File: config.mk
export PLATFORM = sky130hd
export DESIGN_NAME = string_escape_decoder_unit
export DESIGN_NICKNAME = d
export VERILOG_FILES = /design/src/rtl/core/sed_pkg.sv /design/src/rtl/core/sed_decode.sv /design/src/rtl/core/sed_burst.sv /design/src/rtl/core/string_escape_decoder_unit.sv
export VERILOG_INCLUDE_DIRS = /design/src /design/src/rtl/core
export SDC_FILE = /design/constraint.sdc
export NUM_CORES = 1
export LEC_CHECK = 0
export BUFFER_PORTS_ARGS = -buffer_cell sky130_fd_sc_hd__buf_2
export CAP_MARGIN = 40
export CORE_ASPECT_RATIO = 0.5
export CORE_MARGIN = 3
export CORE_UTILIZATION = 35
export DETAILED_ROUTE_END_ITERATION = 6
export PLACE_DENSITY_LB_ADDON = 0.25
export SYNTH_ARGS = -nofsm -noshare
export SYNTH_HDL_FRONTEND = slang
export SYNTH_SLANG_ARGS = --single-unit
File: constraint.sdc
create_clock -name clock -period 2.9 [get_ports clock]
set_input_delay 0.58 -clock clock [delete_from_list [all_inputs] [get_ports clock]]
set_output_delay 0.58 -clock clock [all_outputs]
set_load 0.01 [all_outputs]
File: src/rtl/core/string_escape_decoder_unit_defines.svh
// Assertion helpers for the string escape decoder
`ifndef STRING_ESCAPE_DECODER_UNIT_DEFINES_SVH
`define STRING_ESCAPE_DECODER_UNIT_DEFINES_SVH

// same-cycle implication, checked after reset
`define SED_ASSERT_NOW(label, clk, rst, cond, cons, msg) \
   label: assert property (@(posedge clk) disable iff (rst) (cond) |-> (cons)) \
      else $error(msg);

// next-cycle implication, checked after reset
`define SED_ASSERT_NEXT(label, clk, rst, cond, cons, msg) \
   label: assert property (@(posedge clk) disable iff (rst) (cond) |=> (cons)) \
      else $error(msg);

`endif

File: src/rtl/core/sed_pkg.sv
package sed_pkg;

   localparam logic [7:0] BACKSLASH = 8'h5C;
   localparam logic [7:0] LETTER_X  = 8'h78;
   localparam logic [7:0] ESC_CHAR  = 8'h1B;

   localparam logic [1:0] MODE_TEXT    = 2'd0;
   localparam logic [1:0] MODE_ESCAPE  = 2'd1;
   localparam logic [1:0] MODE_HEX     = 2'd2;
   localparam logic [1:0] MODE_HEX_ONE = 2'd3;

   localparam int unsigned MAX_RESULTS = 4;

   typedef struct packed {
      logic [7:0] out_byte;
      logic       has_byte;
      logic       unknown_escape;
      logic       unterminated;
      logic       last;
   } sed_result_type;

   typedef struct packed {
      logic [2:0]                           count;
      sed_result_type [MAX_RESULTS-1:0]     ent;
   } sed_burst_type;

   function automatic sed_result_type mk_result(input logic [7:0] b, input logic has,
                                                input logic unk, input logic unt,
                                                input logic lst);
      sed_result_type r;
      r.out_byte       = b;
      r.has_byte       = has;
      r.unknown_escape = unk;
      r.unterminated   = unt;
      r.last           = lst;
      return r;
   endfunction

   function automatic logic is_hex(input logic [7:0] c);
      return (c >= 8'h30 && c <= 8'h39) || (c >= 8'h61 && c <= 8'h66) ||
             (c >= 8'h41 && c <= 8'h46);
   endfunction

   function automatic logic [3:0] hex_nibble(input logic [7:0] c);
      logic [7:0] t;
      if (c <= 8'h39) begin
         t = c - 8'h30;
      end else if (c >= 8'h61) begin
         t = c - 8'h57;
      end else begin
         t = c - 8'h37;
      end
      return t[3:0];
   endfunction

   function automatic logic is_escape(input logic [7:0] c);
      return c == 8'h30 || c == 8'h61 || c == 8'h62 || c == 8'h65 || c == 8'h66 ||
             c == 8'h6E || c == 8'h72 || c == 8'h74 || c == 8'h76 || c == BACKSLASH ||
             c == 8'h27 || c == 8'h22;
   endfunction

   function automatic logic [7:0] escape_byte(input logic [7:0] c);
      logic [7:0] v;
      case (c)
         8'h30:     v = 8'h00;
         8'h61:     v = 8'h07;
         8'h62:     v = 8'h08;
         8'h65:     v = ESC_CHAR;
         8'h66:     v = 8'h0C;
         8'h6E:     v = 8'h0A;
         8'h72:     v = 8'h0D;
         8'h74:     v = 8'h09;
         8'h76:     v = 8'h0B;
         default:   v = c;
      endcase
      return v;
   endfunction

endpackage

File: src/rtl/core/sed_decode.sv
module sed_decode (
   input  logic                   clock,
   input  logic                   reset,
   input  logic                   accept,
   input  logic                   kind,
   input  logic [7:0]             ch,
   output sed_pkg::sed_burst_type burst
);
   import sed_pkg::*;

   logic [1:0] mode_ff, mode_in;
   logic [7:0] held_ff, held_in;
   logic       plain_emit;
   logic [1:0] plain_mode;
   sed_result_type bs_res, x_res, c_res;

   assign plain_emit = ch != BACKSLASH;
   assign plain_mode = plain_emit ? MODE_TEXT : MODE_ESCAPE;
   assign bs_res     = mk_result(BACKSLASH, 1'b1, 1'b0, 1'b0, 1'b0);
   assign x_res      = mk_result(LETTER_X, 1'b1, 1'b0, 1'b0, 1'b0);
   assign c_res      = mk_result(ch, 1'b1, 1'b0, 1'b0, 1'b0);

   always_comb begin
      burst   = '0;
      mode_in = mode_ff;
      held_in = held_ff;
      if (kind) begin
         mode_in = MODE_TEXT;
         held_in = 8'h00;
         unique case (mode_ff)
            MODE_TEXT: begin
               burst.ent[0] = mk_result(8'h00, 1'b0, 1'b0, 1'b0, 1'b1);
               burst.count  = 3'd1;
            end
            MODE_ESCAPE: begin
               burst.ent[0] = mk_result(8'h00, 1'b0, 1'b0, 1'b1, 1'b1);
               burst.count  = 3'd1;
            end
            MODE_HEX: begin
               burst.ent[0] = bs_res;
               burst.ent[1] = mk_result(LETTER_X, 1'b1, 1'b0, 1'b0, 1'b1);
               burst.count  = 3'd2;
            end
            default: begin
               burst.ent[0] = bs_res;
               burst.ent[1] = x_res;
               burst.ent[2] = mk_result(held_ff, 1'b1, 1'b0, 1'b0, 1'b1);
               burst.count  = 3'd3;
            end
         endcase
      end else begin
         unique case (mode_ff)
            MODE_TEXT: begin
               mode_in      = plain_mode;
               burst.ent[0] = c_res;
               burst.count  = plain_emit ? 3'd1 : 3'd0;
            end
            MODE_ESCAPE: begin
               if (ch == LETTER_X) begin
                  mode_in = MODE_HEX;
               end else begin
                  mode_in      = MODE_TEXT;
                  burst.count  = 3'd1;
                  burst.ent[0] = mk_result(escape_byte(ch), 1'b1, !is_escape(ch),
                                           1'b0, 1'b0);
               end
            end
            MODE_HEX: begin
               if (is_hex(ch)) begin
                  held_in = ch;
                  mode_in = MODE_HEX_ONE;
               end else begin
                  mode_in      = plain_mode;
                  burst.ent[0] = bs_res;
                  burst.ent[1] = x_res;
                  burst.ent[2] = c_res;
                  burst.count  = plain_emit ? 3'd3 : 3'd2;
               end
            end
            default: begin
               held_in = 8'h00;
               if (is_hex(ch)) begin
                  mode_in      = MODE_TEXT;
                  burst.ent[0] = mk_result({hex_nibble(held_ff), hex_nibble(ch)},
                                           1'b1, 1'b0, 1'b0, 1'b0);
                  burst.count  = 3'd1;
               end else begin
                  mode_in      = plain_mode;
                  burst.ent[0] = bs_res;
                  burst.ent[1] = x_res;
                  burst.ent[2] = mk_result(held_ff, 1'b1, 1'b0, 1'b0, 1'b0);
                  burst.ent[3] = c_res;
                  burst.count  = plain_emit ? 3'd4 : 3'd3;
               end
            end
         endcase
      end
   end

   always_ff @(posedge clock) begin
      if (reset) begin
         mode_ff <= MODE_TEXT;
         held_ff <= 8'h00;
      end else if (accept) begin
         mode_ff <= mode_in;
         held_ff <= held_in;
      end
   end

endmodule

File: src/rtl/core/sed_burst.sv
module sed_burst (
   input  logic                    clock,
   input  logic                    reset,
   input  logic                    load,
   input  sed_pkg::sed_burst_type  burst,
   input  logic                    pop,
   output logic                    can_take,
   output logic                    res_valid,
   output sed_pkg::sed_result_type res
);
   import sed_pkg::*;

   logic [2:0]     count_ff;
   logic [1:0]     idx_ff;
   sed_result_type ent_ff [MAX_RESULTS];

   assign res_valid = count_ff != 3'd0;
   assign res       = ent_ff[idx_ff];
   assign can_take  = (count_ff == 3'd0) || (count_ff == 3'd1 && pop);

   always_ff @(posedge clock) begin
      if (reset) begin
         count_ff <= 3'd0;
         idx_ff   <= 2'd0;
      end else if (load) begin
         count_ff <= burst.count;
         idx_ff   <= 2'd0;
      end else if (res_valid && pop) begin
         count_ff <= count_ff - 3'd1;
         idx_ff   <= idx_ff + 2'd1;
      end
   end

   always_ff @(posedge clock) begin
      if (load) begin
         for (int i = 0; i < MAX_RESULTS; i++) begin
            ent_ff[i] <= burst.ent[i];
         end
      end
   end

endmodule

File: src/rtl/core/string_escape_decoder_unit.sv
// Channel   Direction  Ports                                          Handshake
// req       in         req_kind, req_ch                               req_valid/req_ready
// rsp       out        rsp_out_byte, rsp_has_byte, rsp_unknown_escape, rsp_valid/rsp_ready
//                      rsp_unterminated, rsp_last
//
// One item accepted per cycle while req_ready is high; the item decodes in the accept cycle into a burst
// register and its first result, if any, shows on rsp the next cycle.
// A burst of n results holds req_ready low until its last result is being popped (n up to 4, broken hex escape).
// Reset is synchronous, active high: text mode, no pending results.
// rsp stalls back up to req only through the burst register.
`include "string_escape_decoder_unit_defines.svh"

module string_escape_decoder_unit (
   input  logic       clock,
   input  logic       reset,
   input  logic       req_valid,
   output logic       req_ready,
   input  logic       req_kind,
   input  logic [7:0] req_ch,
   output logic       rsp_valid,
   input  logic       rsp_ready,
   output logic [7:0] rsp_out_byte,
   output logic       rsp_has_byte,
   output logic       rsp_unknown_escape,
   output logic       rsp_unterminated,
   output logic       rsp_last
);
   import sed_pkg::*;

   logic           accept;
   sed_burst_type  burst;
   sed_result_type res;

   assign accept = req_valid && req_ready;

   sed_decode u_decode (
      .clock  (clock),
      .reset  (reset),
      .accept (accept),
      .kind   (req_kind),
      .ch     (req_ch),
      .burst  (burst)
   );

   sed_burst u_burst (
      .clock     (clock),
      .reset     (reset),
      .load      (accept),
      .burst     (burst),
      .pop       (rsp_ready),
      .can_take  (req_ready),
      .res_valid (rsp_valid),
      .res       (res)
   );

   assign rsp_out_byte       = res.out_byte;
   assign rsp_has_byte       = res.has_byte;
   assign rsp_unknown_escape = res.unknown_escape;
   assign rsp_unterminated   = res.unterminated;
   assign rsp_last           = res.last;

   `SED_ASSERT_NEXT(a_end_gives_result, clock, reset, accept && req_kind, rsp_valid, "end item produced no result")
   `SED_ASSERT_NOW(a_unterm_is_last, clock, reset, rsp_valid && rsp_unterminated, rsp_last && !rsp_has_byte, "unterminated result not final")
   `SED_ASSERT_NOW(a_no_byte_zero, clock, reset, rsp_valid && !rsp_has_byte, rsp_out_byte == 8'h00, "byte set without has_byte")
   `SED_ASSERT_NOW(a_unknown_has_byte, clock, reset, rsp_valid && rsp_unknown_escape, rsp_has_byte && !rsp_last, "unknown escape without byte")

endmodule

# Word level (Yosys, flattened, before mapping)
# Memory sizes are Yosys's and may differ from the RTL's. A register that Yosys moved wholly into a read port is not among the register bits.
# Cells that the tools add are included.
[totals]
ram_bits = 48
input_bits = 13
register_bits = 15
latchBits = 0
rom_bits = 0
word_cells = 110
n_memories = 1
output_inout_bits = 14
[memory_table]
columns = ["memory", "depth", "width", "read_ports", "rd_clocked_by_memory_dff", "wr", "line", "text"]
rows = [
  ["u_burst.ent_ff", 4, 12, 1, 1, 4, "sed_burst.sv:15", "sed_result_type ent_ff [MAX_RESULTS];"],
]
[op_classes]
multipliers = 0
n_reduce_logical = 29
bitwise = 0
magnitude_cmp = 8
div_mod_pow = 0
shift = 0
n_eq_ne = 19
n_addsub = 8
mux = 41
[op_table]
columns = ["operator", "count"]
rows = [
  ["$mux W36", 3],
  ["$eq A8 B7 Y1 const B", 10],
  ["$pmux W8 S9", 1],
  ["$mux W12", 5],
  ["$pmux W24 S2", 1],
  ["$pmux W11 S2", 2],
  ["$pmux W12 S3", 1],
  ["$eq A8 B6 Y1 const B", 3],
  ["$ge A8 B7 Y1 const B", 3],
  ["$mux W3", 6],
  ["$le A8 B6 Y1 const B", 2],
  ["$le A8 B7 Y1 const B", 2],
  ["$mux W4", 4],
  ["$mux W8", 2],
  ["$pmux W8 S2", 1],
  ["$sub A4 B3 Y4 const B", 4],
  ["$logic_or A1 B1 Y1", 14],
  ["$mux W2", 6],
  ["$pmux W3 S3", 1],
  ["$ge A8 B6 Y1 const B", 1],
  ["$ne A8 B7 Y1 const B", 1],
  ["$sub A4 B1 Y4 const B", 2],
  ["$logic_and A1 B1 Y1", 6],
  ["$mux W1", 6],
  ["other kinds (17)", 18],
]

# Longest topological paths before layout
# Gate-level depths: netlist of the first run.
[depth]
word_depth = 16
mapped_depth = 10
depth_no_buf = 8

# Modules after synthesis
# Synthesis of the first run repeated with hierarchy kept, for this count alone.
[hier_totals]
cells_unflattened = 358
area_unflattened_um2 = 3854.9
[by_module_without_submodules]
columns = ["module", "instances", "cells_each", "area_each_um2", "seq_area_each_um2"]
rows = [
  ["sed_burst", 1, 102, 2068.2, 1581.5],
  ["sed_decode", 1, 255, 1780.5, 200.2],
  ["string_escape_decoder_unit", 1, 1, 6.3, 0.0],
]

# Worst setup path after synthesis of the first run
# Ideal clock, no wire load.
[synth_path]
path_type = "in2reg"
startpoint = "input port req_ch[1]"
endpoint = "memory u_burst.ent_ff[2][6] in the netlist's numbering, data pin"
stages = 10
setup_time_ns = 0.132
t_arrival_ns = 2.637
required_time_ns = 2.768
setup_slack_ns = 0.131
cell_sequence = "clkbuf_1 -> inv_1 -> ha_1 -> or4b_4 -> nand4_1 -> and3b_2 -> buf_6 -> and2_4 -> nor3b_4 -> a22o_1"
[synth_rtl]
columns = ["item", "line", "text"]
rows = [
  ["start, declared", "string_escape_decoder_unit.sv:19", "input logic [7:0] req_ch,"],
  ["end, declared", "sed_burst.sv:15", ""],
]

==> flow_metrics.env, run 1 <==
export IMPL_status="complete, no violations"
export IMPL_yosys_cell_types_count=55
export IMPL_max_slew_margin_rel_pct=47.0
export IMPL_drc=0
export IMPL_syn_nets=340
export IMPL_worstPathArrival_ns=2.82
export IMPL_cts_tree="built"
export IMPL_insertion_delay_ns=0.28
export IMPL_vdd_ir_drop_worst_uv=311
export IMPL_hpwl_um=5870
export IMPL_synth_flop_cell="edfxtp_1"
export IMPL_rsz0062_at_grt="false"
export IMPL_fmax_mhz=356
export IMPL_yosys_warnings=0
export IMPL_grt_max_degree=37
export IMPL_io_pins=27
export IMPL_drt_iter0_markers=304
export IMPL_layout_nets=370
export IMPL_synthTopCellsByArea="edfxtp_1 32%, dfxtp_1 11%, ha_1 6.0%, a22o_1 5.3%, mux4_2 3.6%"
export IMPL_ctsResizeCount=0
export IMPL_syn_inst=312
export IMPL_routed_via_density=5.58
export IMPL_reg2reg_depth=6
export IMPL_start_util_pct=37.7
export IMPL_cp_startpoint="req_ch[0]"
export IMPL_place_inst=447
export IMPL_fin_cells=455
export IMPL_setup_viol=0
export IMPL_max_clock_path_buffers=2
export IMPL_syn_avg_cell_area_um2=10.1
export IMPL_reg2reg_from="u_decode.mode_ff[1]"
export IMPL_r2r_end="u_burst.ent_ff[0][8]"
export IMPL_grt_first_pass_wirelength_um=13000
export IMPL_routedWlPerCell_um=17.0
export IMPL_powerDensity_nw_per_um2=632
export IMPL_antenna_found_initial=0
export IMPL_grt_overflow=0
export IMPL_hold_class="reg2reg"
export IMPL_clk_pin_slew_ns=0.06
export IMPL_vias=2541
export IMPL_cts_hold_buf=0
export IMPL_r2r_setup_slack_ns=0.38
export IMPL_post_synth_top_count_cell="edfxtp_1"
export IMPL_cts_setup_buffers=0
export IMPL_final_core_util_pct=43.2
export IMPL_skew_ns=0.00554
export IMPL_ys_seq_elements=50
export IMPL_p_leak_nw=1.40
export IMPL_track_usage_pct=15.6
export IMPL_core_area_um2=8350
export IMPL_die_height_um=73.0
export IMPL_cts_sinks=50
export IMPL_synth_yosys_seq_area_share_pct=42.3
export IMPL_synth_top_area_cell="edfxtp_1"
export IMPL_gp_congestion=0.906
export IMPL_antennaDiodeCount=0
export IMPL_ys_top_cells_by_count="33 x edfxtp_1, 27 x nor2_1, 20 x nand2_1, 19 x a22o_1, 17 x dfxtp_1"
export IMPL_period_minus_slack_ns=2.81
export IMPL_path_max_fanout=10
export IMPL_cp_end_kind="flop"
export IMPL_layout_drive_gt1_share_pct=20.4
export IMPL_synth_area_um2=3150
export IMPL_min_period_over_period_pct=97.0
export IMPL_postRouteAntennaNets=0
export IMPL_endpoint="u_burst.ent_ff[0][6]"
export IMPL_required_ns=2.90
export IMPL_routed_wirelength_um=7730
export IMPL_clockRootBuffer="clkbuf_16"
export IMPL_maxSlewViolCount=0
export IMPL_grt_pass1_vias=2519
export IMPL_area_growth_pct=14.7
export IMPL_dr_pass1_iters=4
export IMPL_tightest_slew_ns=0.789
export IMPL_criticalPathCategory="in2reg"
export IMPL_hold_viol_final=0
export IMPL_rows=23
export IMPL_startpoint_type="input pin"
export IMPL_htreeDepth=2
export IMPL_die_w_um=140
export IMPL_async_flop_share_pct=0
export IMPL_numPortBuffers=26
export IMPL_cts_made_buffers=5
export IMPL_n_fill_cell=835
export IMPL_synth_edf_count=33
export IMPL_synth_top_area_share_pct=31.5
export IMPL_die_area_um2=10200
export IMPL_cap_violations=0
cell usage in the layout (no fill, tap or decap), types with 4 or more instances in the layout:
cell type	synthesis	routed
mux2_2	5	5
mux4_2	5	5
and2_1	15	15
a211oi_1	4	4
mux2i_1	4	4
nand2_1	20	20
xor2_1	5	5
dfxtp_1	17	17
clkbuf_16	0	5
a221oi_1	4	4
o31ai_1	4	4
nor2_1	27	27
nand3_1	10	10
buf_2	6	26
o21ai_0	8	8
nand3b_1	6	6
a22o_1	19	19
edfxtp_1	33	33
nor3_1	11	11
inv_1	13	13
a21oi_1	13	13
buf_4	0	20
xnor2_1	4	4
ha_1	15	15
cell families after synthesis:
group           Yosys count  synth area share [%]
simple gates            115                  20.6
compound gates           73                  16.9
flops                    50                  42.3
buf+inv                  36                  5.01
fa+ha+maj                15                  5.97
mux                      14                  6.64
xor+xnor                  9                  2.51
critical path, cell delays in order:
cell	delay [ns]
buf_2	0.12
inv_1	0.07
ha_1	0.24
or4b_4	0.49
nand4_1	0.10
and3b_2	0.31
nor2_1	0.11
and2_1	0.23
a221oi_1	0.55
layout make-up:
cell class | count | area, um2 | area share (%)
Multi-Input combinational cell | 226 | 1660 | 45.9
Clock inverter | 1 | 8.76 | 0.243
Sequential cell | 50 | 1330 | 36.9
Clock buffer | 7 | 143 | 3.95
Timing Repair Buffer | 46 | 280 | 7.77
Tap cell | 112 | 140 | 3.88
Inverter | 13 | 48.8 | 1.35
registers in the layout (all words and copies together) (netlist names), named ones only:
register          flops
u_burst.idx_ff        2
u_decode.mode_ff      2
u_decode.held_ff      8
u_burst.count_ff      3
u_burst.ent_ff       33
per-stage QoR:
step,area [um2],setup slack (ns),hold WS [ns],setup TNS [ns],power [mW]
after floorplan,3150,0.131,0.458,0,1.48
after global placement,3460,-0.0429,0.476,-0.0831,1.70
after detailed placement,3460,-0.119,0.494,-0.281,1.71
after CTS,3610,0.174,0.509,0,2.30
after global routing,3610,0.00181,0.521,0,2.42
final,3610,0.0884,0.509,0,2.28
per-layer routing:
layer  GRT usage (%)  routed length, um  up-vias
li1                -                  -     1217
met1            23.3               3810     1216
met2            23.7               3280       99
met3            3.08                542        9
met4            3.22                 89        0
met5               0                  0        -
power by group:
part,total [mW],leakage (nW),internal (mW),switching (mW)
sequential,1.01,0.463,0.948,0.0657
clock,0.588,0.0745,0.347,0.241
combinational,0.680,0.859,0.280,0.400
total,2.28,1.40,1.58,0.706
worst min path at each step:
| stage | start | end | slack, ns | cells after the start |
|---|---|---|---|---|
| floorplan | u_decode.held_ff[4] | u_decode.held_ff[4] | 0.46 | 1 |
| global placement | u_decode.mode_ff[0] | u_decode.mode_ff[0] | 0.48 | 2 |
| detailed placement | u_decode.held_ff[4] | u_decode.held_ff[4] | 0.49 | 1 |
| CTS | u_decode.held_ff[4] | u_decode.held_ff[4] | 0.51 | 1 |
| global route | u_decode.held_ff[4] | u_decode.held_ff[4] | 0.52 | 1 |
| finish | u_decode.mode_ff[0] | u_decode.mode_ff[0] | 0.51 | 2 |
Power figures use the tool's default switching activity.
==> run 2, diff against run 1 <==
--- a/config.mk
+++ b/config.mk
@@ -9,7 +9,6 @@
 export BUFFER_PORTS_ARGS = -buffer_cell sky130_fd_sc_hd__buf_2
 export CAP_MARGIN = 40
 export CORE_ASPECT_RATIO = 0.5
-export CORE_MARGIN = 3
 export CORE_UTILIZATION = 35
 export DETAILED_ROUTE_END_ITERATION = 6
 export PLACE_DENSITY_LB_ADDON = 0.25
==> run 2 against run 1 <==
Clock power grew 10%. Count of clock-buffer cells in the layout shrank 1. Clock skew is essentially flat. Flip-flop and latch count is the same. Die area shrank 8.2%. Sequential power is essentially flat. Maximum frequency grew 4.0%. Hold slack lost 0.0078 ns. Cell area shrank 0.90%. Non-clock buffer count shrank 9.
==> flow_metrics.env, run 2 (synthesis gave the netlist of run 1 again) <==
export IMPL_p_leak_nw=1.36
export IMPL_cts_hold_buf=0
export IMPL_power_total_mw=2.35
export IMPL_layout_nets=361
export IMPL_io_pins=27
export IMPL_tightest_slew_ns=0.853
export IMPL_grt_overflow=0
export IMPL_clockRootBuffer="clkbuf_16"
export IMPL_skew_ns=0.00586
export IMPL_die_height_um=69.0
export IMPL_max_slew_margin_rel_pct=43.1
export IMPL_routedWlPerCell_um=17.4
export IMPL_track_usage_pct=17.2
export IMPL_cap_violations=0
export IMPL_htreeDepth=2
export IMPL_n_fill_cell=867
export IMPL_grt_first_pass_wirelength_um=12600
export IMPL_p_sw_uw=712
export IMPL_setup_viol=0
export IMPL_rsz0062_at_grt="false"
export IMPL_whs_ns=0.501
export IMPL_powerDensity_nw_per_um2=657
export IMPL_hold_viol_final=0
export IMPL_startpoint_type="input pin"
export IMPL_start_util_pct=36.1
export IMPL_crit_chain="buf_2, inv_1, ha_1, o21bai_1, a2111oi_0, and3b_2, nor2_1, and2_1, a311oi_2, buf_4"
export IMPL_area_growth_pct=13.7
export IMPL_drc=0
export IMPL_cp_slowest_cell="a2111oi_0"
export IMPL_hpwl_um=5870
export IMPL_final_common_cell="edfxtp_1"
export IMPL_cp_end_kind="flop"
export IMPL_antennaDiodeCount=0
export IMPL_cp_slowest_stage_delay_ns=0.36
export IMPL_cts_made_buffers=5
export IMPL_insertion_delay_ns=0.28
export IMPL_tns_ns=0
export IMPL_gp_congestion=0.890
export IMPL_vias=2514
export IMPL_layout_drive_gt1_share_pct=18.9
export IMPL_placed_cell_area_um2=3400
export IMPL_layout_common_cells="33 x edfxtp_1, 27 x nor2_1, 26 x buf_2, 20 x nand2_1, 19 x a22o_1"
export IMPL_cts_tree="built"
export IMPL_antenna_found_initial=0
export IMPL_die_w_um=136
export IMPL_max_clock_path_buffers=2
export IMPL_finalInstanceArea_um2=3580
export IMPL_switching_share_pct=30.3
export IMPL_power_frac_comb_pct=29.3
export IMPL_grt_pass1_vias=2359
export IMPL_numPortBuffers=26
export IMPL_ctsResizeCount=0
export IMPL_status="complete, no violations"
export IMPL_dr_pass1_iters=5
export IMPL_cts_setup_buffers=0
export IMPL_period_minus_slack_ns=2.70
export IMPL_core_area_um2=8710
export IMPL_largest_reg_flops=33
export IMPL_routed_wirelength_um=7830
export IMPL_p_int_mw=1.64
export IMPL_cts_sinks=50
export IMPL_fmax_mhz=370
export IMPL_postRouteAntennaNets=0
export IMPL_hold_class="reg2reg"
export IMPL_min_period_over_period_pct=93.2
export IMPL_drt_iter0_markers=242
export IMPL_required_ns=2.95
export IMPL_seqPwrFrac_pct=43.1
export IMPL_clockPowerShare_pct=27.6
export IMPL_grt_max_degree=26
export IMPL_largest_register="u_burst.ent_ff"
export IMPL_path_max_fanout=7
export IMPL_maxSlewViolCount=0
export IMPL_rows=24
export IMPL_criticalPathCategory="in2reg"
export IMPL_worstPathArrival_ns=2.75
export IMPL_top_regs="u_burst.ent_ff x33, u_decode.held_ff x8, u_burst.count_ff x3"
export IMPL_routed_via_density=5.57
export IMPL_vdd_ir_drop_worst_uv=342
export IMPL_die_area_um2=9390
export IMPL_clk_pin_slew_ns=0.07
==> run 2: final timing paths <==
kind	slack, ns	start	to	cells past startpoint
setup reg to reg	0.60	u_decode.mode_ff[1]	u_burst.ent_ff[0][8]	6
setup / recovery	0.20	req_ch[0]	u_burst.ent_ff[0][7]	10
hold / removal	0.50	u_decode.mode_ff[0]	u_decode.mode_ff[0]	2
hold reg to reg	0.50	u_decode.mode_ff[0]	u_decode.mode_ff[0]	2
==> run 2: power groups by stage <==
stage                     logic, mW  clock network, mW  registers (mW)
after floorplan               0.478                  0           0.999
after global placement        0.673                  0            1.02
after detailed placement      0.686                  0            1.03
after CTS                     0.688              0.657            1.02
after global routing          0.758              0.684            1.03
final                         0.688              0.648            1.01
==> run 2: per-stage QoR <==
step           worst slack (ns)  utilization [%]  std cells
5_1_grt                  0.0534             41.1        451
6_report                  0.197             41.1        451
2_1_floorplan             0.131                -        312
3_3_place_gp            -0.0997             39.0        443
4_1_cts                   0.115             40.9        451
3_5_place_dp             -0.188             39.0        443
==> run 2: final cells by class <==
class	count	area, um2	share of cell area (%)
tap	117	146	4.09
clock inverter	2	38.8	1.08
timing repair buffer	37	213	5.95
sequential	50	1330	37.2
multi-input combinational	226	1670	46.7
clock buffer	6	129	3.60
inverter	13	48.8	1.36
==> run 2: routing by layer <==
layer | up-vias | GRT usage (%) | wire, um | part of all wire (%)
met5 | - | 0 | 0 | 0
met2 | 103 | 23.9 | 3260 | 42
met3 | 4 | 2.28 | 435 | 5.6
li1 | 1207 | - | - | -
met1 | 1200 | 27.5 | 4080 | 52
met4 | 0 | 4.20 | 60 | 0.77
==> run 2: critical path: cells and delay by family <==
| kind | cells | cell delay (ns) |
|---|---|---|
| adder cells (fa/ha/maj) | 1 | 0.30 |
| AND/OR/NAND/NOR | 3 | 0.84 |
| buffers and inverters | 3 | 0.41 |
| AO/OA/AOI/OAI | 3 | 0.62 |
==> run 3, diff against run 2 <==
--- a/config.mk
+++ b/config.mk
@@ -14,4 +14,5 @@
 export PLACE_DENSITY_LB_ADDON = 0.25
 export SYNTH_ARGS = -nofsm -noshare
 export SYNTH_HDL_FRONTEND = slang
+export SYNTH_HIERARCHICAL = 1
 export SYNTH_SLANG_ARGS = --single-unit
==> run 3 against run 2 <==
Sequential power grew 21%. Cell area is 22% higher. Utilization up 0.63 points. Setup slack better by 0.013 ns. Flip-flop and latch count increased by 15. Sequential share of layout area is 3.7 points higher. Die area rose by 22%. Maximum frequency increased by 0.48%. Critical path type unchanged. Highest routed layer unchanged.
==> flow_metrics.env, run 3 <==
export IMPL_synth_top_area_cell="edfxtp_1"
export IMPL_ys_seq_elements=65
export IMPL_drc=0
export IMPL_cts_tree="built"
export IMPL_worstPathArrival_ns=2.78
export IMPL_syn_inst=358
export IMPL_setup_viol=0
export IMPL_grt_first_pass_wirelength_um=15000
export IMPL_place_inst=511
export IMPL_hold_class="reg2reg"
export IMPL_max_slew_margin_rel_pct=52.3
export IMPL_antenna_found_initial=0
export IMPL_synthTopCellsByArea="edfxtp_1 37%, dfxtp_1 8.8%, mux4_2 7.0%, ha_1 3.6%, a21oi_1 3.4%"
export IMPL_endpoint="u_burst/ent_ff[0][5]"
export IMPL_cp_startpoint="req_ch[0]"
export IMPL_p_leak_nw=1.56
export IMPL_synth_area_um2=3850
export IMPL_r2r_setup_slack_ns=0.50
export IMPL_status="complete, no violations"
export IMPL_die_height_um=76.2
export IMPL_cts_made_buffers=9
export IMPL_power_total_mw=2.77
export IMPL_async_flop_share_pct=0
export IMPL_postRouteAntennaNets=0
export IMPL_multiInputGateArea_um2=1810
export IMPL_cp_end_kind="flop"
export IMPL_grt_overflow=0
export IMPL_largest_reg_flops=48
export IMPL_area_growth_pct=13.0
export IMPL_routed_wirelength_um=9360
export IMPL_top_regs="u_burst/ent_ff x48, u_decode/held_ff x8, u_burst/count_ff x3"
export IMPL_min_from="u_decode/held_ff[7]"
export IMPL_insertion_delay_ns=0.32
export IMPL_cp_slowest_cell="nor3_1"
export IMPL_vias=2895
export IMPL_criticalPathCategory="in2reg"
export IMPL_layout_nets=406
export IMPL_start_util_pct=36.9
export IMPL_tns_ns=0
export IMPL_post_synth_top_count_cell="edfxtp_1"
export IMPL_largest_register="u_burst/ent_ff"
export IMPL_skew_ns=0.00732
export IMPL_rows=26
export IMPL_hold_viol_final=0
export IMPL_cp_slowest_stage_delay_ns=0.52
export IMPL_fmax_mhz=372
export IMPL_rsz0062_at_grt="false"
export IMPL_layout_common_cells="48 x edfxtp_1, 26 x buf_2, 26 x a21oi_1, 25 x nor2_1, 19 x nand2_1"
export IMPL_hpwl_um=6640
export IMPL_min_period_over_period_pct=92.8
export IMPL_ys_top_cells_by_count="48 x edfxtp_1, 26 x a21oi_1, 25 x nor2_1, 19 x nand2_1, 17 x dfxtp_1"
export IMPL_path_max_fanout=10
export IMPL_reg2reg_depth=6
export IMPL_synth_top_area_share_pct=37.4
export IMPL_required_ns=2.99
export IMPL_powerDensity_nw_per_um2=636
export IMPL_final_common_cell="edfxtp_1"
export IMPL_final_core_util_pct=41.7
export IMPL_register_area_um2=1780
export IMPL_n_fill_cell=993
export IMPL_vdd_ir_drop_worst_uv=249
export IMPL_antennaDiodeCount=0
export IMPL_synth_flop_cell="edfxtp_1"
export IMPL_gp_congestion=0.868
export IMPL_cts_sinks=65
export IMPL_routedWlPerCell_um=17.8
export IMPL_tightest_slew_ns=0.715
export IMPL_maxSlewViolCount=0
export IMPL_syn_avg_cell_area_um2=10.8
export IMPL_io_pins=27
export IMPL_cts_setup_buffers=0
export IMPL_clk_pin_slew_ns=0.05
export IMPL_max_clock_path_buffers=2
export IMPL_r2r_end="u_burst/ent_ff[0][5]"
export IMPL_clockRootBuffer="clkbuf_16"
export IMPL_crit_chain="buf_2, inv_1, buf_4, ha_1, nor2_1, a31oi_1, o21a_1, nor3_1, o21ai_0, a311oi_1"
export IMPL_synth_edf_count=48
export IMPL_synth_yosys_seq_area_share_pct=46.2
export IMPL_die_w_um=150
export IMPL_startpoint_type="input pin"
export IMPL_whs_ns=0.504
export IMPL_grt_max_degree=37
export IMPL_track_usage_pct=17.4
export IMPL_routed_via_density=5.50
export IMPL_layout_drive_gt1_share_pct=21.0
export IMPL_drt_iter0_markers=238
export IMPL_period_minus_slack_ns=2.69
export IMPL_htreeDepth=3
export IMPL_yosys_warnings=6
export IMPL_cap_violations=0
export IMPL_numPortBuffers=26
export IMPL_core_area_um2=10400
export IMPL_yosys_cell_types_count=64
export IMPL_reg2reg_from="u_decode/mode_ff[0]"
export IMPL_grt_pass1_vias=2799
export IMPL_die_area_um2=11500
export IMPL_fin_cells=526
export IMPL_dr_pass1_iters=4
## run 3: cell types whose count changed after synthesis, moves of 5 or more
| cell | previous run | this run |
|---|---|---|
| a21oi_1 | 13 | 26 |
| a22o_1 | 19 | 7 |
| and2_1 | 15 | 9 |
| buf_4 | 0 | 16 |
| edfxtp_1 | 33 | 48 |
| mux4_2 | 5 | 12 |
| nor4_1 | 1 | 6 |
| o21ai_0 | 8 | 16 |
| xor2_1 | 5 | 0 |
## run 3: cell families (layout without fill, tap and decap cells)
logic type | count (synthesis) | in the layout | share of synthesized area [%]
AND/OR/NAND/NOR | 118 | 118 | 17.2
AO/OA/AOI/OAI | 88 | 88 | 15.9
flip-flops | 65 | 65 | 46.2
buffers and inverters | 55 | 73 | 7.92
multiplexers | 17 | 17 | 8.37
adder cells (fa/ha/maj) | 11 | 11 | 3.57
XOR/XNOR | 3 | 3 | 0.682
other | 1 | 11 | 0.0973
## run 3: report_power, final
group	internal, mW	total, mW	switching (mW)
clock network	0.650	0.998	0.349
logic	0.220	0.550	0.330
registers	1.18	1.22	0.0451
## run 3: cell type report
class	instances	area share, %
Clock buffer	10	5.26
Clock inverter	5	1.09
Inverter	17	1.47
Multi-Input combinational cell	248	41.7
Sequential cell	65	40.9
Tap cell	140	4.02
Timing Repair Buffer	41	5.57
## run 3: per-layer routing
| metal | vias to the layer above | share of wire (%) | global-route usage (%) |
|---|---|---|---|
| li1 | 1364 | - | - |
| met1 | 1411 | 48 | 25.2 |
| met2 | 114 | 43 | 24.7 |
| met3 | 6 | 7.7 | 4.91 |
| met4 | 0 | 0.90 | 5.66 |
| met5 | - | 0 | 0 |
## run 3: worst min path at each step
stage | to | slack, ns | depth (start not counted)
detailed placement | u_decode/held_ff[6] | 0.49 | 1
global route | u_decode/held_ff[7] | 0.51 | 1
floorplan | u_decode/held_ff[7] | 0.45 | 1
global placement | u_burst/idx_ff[1] | 0.47 | 2
CTS | u_decode/held_ff[4] | 0.50 | 1
finish | u_decode/held_ff[7] | 0.50 | 1
## run 3: through the flow
stage / instance area [um2] / worst slack (ns)
after floorplan: 3890 / 0.348
after global placement: 4070 / -0.364
after detailed placement: 4070 / -0.293
after CTS: 4350 / 0.0562
after global routing: 4350 / 0.0676
final: 4350 / 0.209
## run 3: repair_timing
item | CTS | global route
resized for setup | 0 | 2
hold buffers | 0 | 0
endpoints found under the setup margin | 0 | 2
## run 3: worst max-delay path: cells and delay by family
| family | cells | cell delay (ns) |
|---|---|---|
| AOI/OAI and AO/OA | 4 | 0.87 |
| adders and majority gates | 1 | 0.26 |
| buffers and inverters | 3 | 0.45 |
| and+or+nand+nor | 2 | 0.62 |
